===== src/hw/rtl/hot_address_counter_table_core_assert.svh =====
// Assertion macros for the hot address counter table.
// Each macro samples on clock and is disabled while reset is high.
`ifndef HOT_ADDRESS_COUNTER_TABLE_CORE_ASSERT_SVH
`define HOT_ADDRESS_COUNTER_TABLE_CORE_ASSERT_SVH

// Same-cycle implication.
`define HACT_ASSERT_IMP(label, ante, cons, msg) \
   label: assert property (@(posedge clock) disable iff (reset) (ante) |-> (cons)) \
      else $error(msg);

// Next-cycle implication.
`define HACT_ASSERT_NXT(label, ante, cons, msg) \
   label: assert property (@(posedge clock) disable iff (reset) (ante) |=> (cons)) \
      else $error(msg);

`endif


===== src/hw/rtl/hact_pkg.sv =====
// Shared constants, types and helpers for the hot address counter table.
// No dependencies; imported by the interfaces and all modules.
package hact_pkg;

   // Table geometry (TABLE_ENTRIES must be a power of two)
   localparam int TABLE_ENTRIES  = 1024;
   localparam int SLOT_BITS      = $clog2(TABLE_ENTRIES);
   localparam int PC_BITS        = 64;
   localparam int PC_SHIFT       = 2;
   localparam int COUNT_BITS     = 16;
   localparam int OUT_COUNT_BITS = 16;
   localparam int THRESH_BITS    = 16;

   localparam logic [COUNT_BITS-1:0]  COUNT_MAX    = {COUNT_BITS{1'b1}};
   localparam logic [THRESH_BITS-1:0] THRESH_RESET = THRESH_BITS'(100);

   // Table sequencer states
   typedef enum logic {
      ST_CLEAR,
      ST_RUN
   } seq_state_type;

   // One table entry
   typedef struct packed {
      logic [PC_BITS-1:0]    tag;
      logic [COUNT_BITS-1:0] count;
   } entry_type;

   // One result beat
   typedef struct packed {
      logic                      hot;
      logic                      owned;
      logic [OUT_COUNT_BITS-1:0] slot_count;
   } result_type;

   // Clip the stored count to the reported width
   function automatic logic [OUT_COUNT_BITS-1:0] clip_count(logic [COUNT_BITS-1:0] cnt);
      logic [31:0] wide;
      wide = 32'(cnt);
      return (wide > 32'(65535)) ? {OUT_COUNT_BITS{1'b1}} : wide[OUT_COUNT_BITS-1:0];
   endfunction

endpackage


===== src/hw/rtl/hact_slot_update.sv =====
// Majority-vote update of one table entry and the result it yields.
// Depends on hact_pkg for entry and result types.
module hact_slot_update import hact_pkg::*; (
   input  logic [PC_BITS-1:0]     pc,
   input  entry_type              entry_cur,
   input  logic [THRESH_BITS-1:0] threshold,
   output entry_type              entry_new,
   output result_type             result
);

   logic tag_match;
   logic count_zero;
   logic owned;

   assign tag_match  = (entry_cur.tag == pc);
   assign count_zero = (entry_cur.count == '0);
   assign owned      = tag_match || count_zero;

   // Count up on a hit, claim an empty slot, decay otherwise
   always_comb begin
      entry_new = entry_cur;
      if (tag_match) begin
         if (entry_cur.count != COUNT_MAX) begin
            entry_new.count = entry_cur.count + COUNT_BITS'(1);
         end
      end else if (count_zero) begin
         entry_new.tag   = pc;
         entry_new.count = COUNT_BITS'(1);
      end else begin
         entry_new.count = entry_cur.count - COUNT_BITS'(1);
      end
   end

   // Report against the updated entry
   assign result.owned      = owned;
   assign result.hot        = owned && (32'(entry_new.count) >= 32'(threshold));
   assign result.slot_count = clip_count(entry_new.count);

endmodule


===== config.mk =====
export PLATFORM = sky130hd
export DESIGN_NAME = hact_slot_update
export DESIGN_NICKNAME = d
export VERILOG_FILES = /design/src/hw/rtl/hot_address_counter_table_core_assert.svh /design/src/hw/rtl/hact_pkg.sv /design/src/hw/rtl/hact_slot_update.sv
export SDC_FILE = /design/constraint.sdc
export NUM_CORES = 1
export LEC_CHECK = 0
export CAP_MARGIN = 10
export CORE_AREA = 4 4 97 99
export DETAILED_ROUTE_END_ITERATION = 8
export DIE_AREA = 0 0 101 103
export DONT_BUFFER_PORTS = 1
export GPL_ROUTABILITY_DRIVEN = 0
export GPL_TIMING_DRIVEN = 0
export SETUP_SLACK_MARGIN = 0.1
export SLEW_MARGIN = 20
export SYNTH_ARGS = -nofsm -noshare
export SYNTH_HDL_FRONTEND = slang
export SYNTH_SLANG_ARGS = --single-unit

===== constraint.sdc =====
create_clock -name vclk -period 3.9
set_input_delay 0.195 -clock vclk [all_inputs]
set_output_delay 0.195 -clock vclk [all_outputs]
set_load 0.01 [all_outputs]

==> results.md <==
- Core area: about 8600 um^2
- Final setup fails: 0
- DP Wirelength: slightly above 10000 um
- Wirelength per Cell: around 24 um
- FF/Latch Area: 0 um^2
- Die W: 101 um
- Ports: 258
- Warnings, synthesis: 0
- Synth area leader: mux2_1
- Worst setup SP type: input port
- Layout Utilization: 0.379
- Worst Setup SP: entry_cur[0]
- Final WL: 11900 um
- Critical path endpoint category: output pin
- TritonRoute pass-1 iters: 4
- Layout area overhead: 8.18%
- Vias per inst: about 6.1
- Pin count of the biggest net entering global routing: 11
- Commonest non-fill, non-tap cell in the layout: xnor2_1
- Sequential share of the synthesized area: 0
- Count of flip-flops and latches: 0
- Syn nets: 570
- Synth top area cells: mux2_1, xnor2_1, ha_1
- RSZ-0062 raised after global routing: no
- First-pass GRT wire length: 16300 um
- Remaining DRCs: 0
- Post-CTS Setup Bufs: 0
- Max Clock Freq: 0.275 GHz
- Final worst slack: 0.262 ns
- Worst slew pin tran: 0.620 ns
- Yosys cell types: 47
- Arrival @ worst endpoint: 3.44 ns
- Site Rows: 34
- Cell Area, Synth: ~3000 um^2
- Most used cells in the layout excluding fill and tap cells: xnor2_1, mux2_1, nand4_1, inv_1, nand2_1
- Die H: 103 um
- Min Tclk post-route: 3.64 ns
- Clock buffer count: 0
- Hold buffers post-CTS: 0
- Crit Path Class: input port to output pin
- Share of the synthesized area in the top cell type: 0.240
- GRT overflow: 0
- Pwr dens: 78.2 nW/um^2
- Diodes inserted: 0
- Leakage: 1.21 nW
- Initial DRC Count: 96
- Max Slew Vio Count: 0
- Layout fillers: 911
- Max Cap Viol: 0
- Initial antenna violation count: 1
- Dpl ws: -0.252 ns
- Max IR drop VDD: 31.7 uV
- Vias in the first global route: ~3000
- Largest fanout on the critical path: 9
- Die area: 10400 um^2
- Pwr Total: 0.254 mW
- Status: finished, final reports clean
- Post-route ant nets: 0
- Fin. Hold Viols: 0
- Hold Path Class: input port to output pin
- Via count: 3025
- Initial cell density of the core: 0.351
- Crit share post-route: 0.933
- Slew HR: 0.584
- Layout Nets: around 570
- Layout cells sized above 1: 0.138
- CP required: 3.70 ns
- Synth Area per Inst: 7.67 um^2
- Port bufs: 0
- Mapped Cells: a little under 400
- Gr usage total: 0.201
- Hold wc startpoint: entry_cur[66]
-- metal layers --
layer / GRT usage / part of all wire / up-vias / wire [um]
met5: 0 / 0 / - / 0
met4: 0.0297 / 0.017 / 0 / 197
met3: 0.0724 / 0.13 / 18 / 1500
met2: 0.349 / 0.47 / 173 / 5600
met1: 0.242 / 0.39 / 1440 / 4610
li1: - / - / 1394 / -
-- through the flow --
step                      std cells  TNS [ns]  instance area [um^2]  hold slack (ns)
after floorplan                 391         0                  3000            0.538
after global placement          499    -0.267                  3130            0.548
after detailed placement        499    -0.252                  3130            0.543
after CTS                       499         0                  3170            0.546
after global routing            499         0                  3240            0.547
final                           499         0                  3240            0.544
-- what timing repair did --
item,CTS,global route
pin swaps,1,11
endpoints found under the setup margin,1,1
resized for setup,9,25
-- worst max-delay path, stage by stage --
cell and delay, ns:
buf_2 0.15, inv_2 0.09, ha_4 0.14, or3b_4 0.38, or3_4 0.34, or3_4 0.36
o311a_1 0.29, o21ai_1 0.14, nand2_2 0.13, ha_4 0.29, nand4_1 0.10, nor2_2 0.11
nand4_1 0.19, a211o_1 0.33, a21oi_2 0.19
-- cell families after synthesis --
kind of cell / Yosys count / share of synthesized area
AOI/OAI and AO/OA: 42 / 0.0910
xor gates and xnor gates: 70 / 0.205
adders and majority gates: 19 / 0.0793
buffers and inverters: 61 / 0.118
muxes: 68 / 0.254
and+or+nand+nor: 131 / 0.253
-- worst paths after layout --
path                       endpoint  slack (ns)  cells past startpoint
worst max-delay path     result[17]        0.26                     15
worst min-delay path  entry_new[66]        0.54                      1
-- cell type report --
cell class / count / area, um^2 / area share
multi-input combinational: 330 / 2750 / 0.846
buffer: 38 / 277 / 0.0853
tap: 108 / 135 / 0.0417
inverter: 23 / 86.3 / 0.0266
-- synthesized netlist by cell type (all sizes together) (2+ instances only) --
cell / number
ha: 19
mux2: 65
or3: 16
nor3b: 2
o21ai: 11
and4b: 2
nand2b: 3
nand3: 16
and3: 4
or3b: 2
a21o: 5
clkbuf: 10
nor2: 13
a21oi: 10
nor4b: 2
a211o: 2
xnor2: 67
and4: 2
nand4: 22
inv: 23
nor4: 7
a21boi: 3
o211ai: 3
mux2i: 3
nor2b: 4
and2: 5
nor3: 9
buf: 28
nand2: 21
xor2: 3
-- power by group --
part           internal [mW]  switching (mW)  total (mW)
combinational          0.123           0.131       0.254
clock                      0               0           0
sequential                 0               0           0
total                  0.123           0.131       0.254
Power figures use the tool's default switching activity.
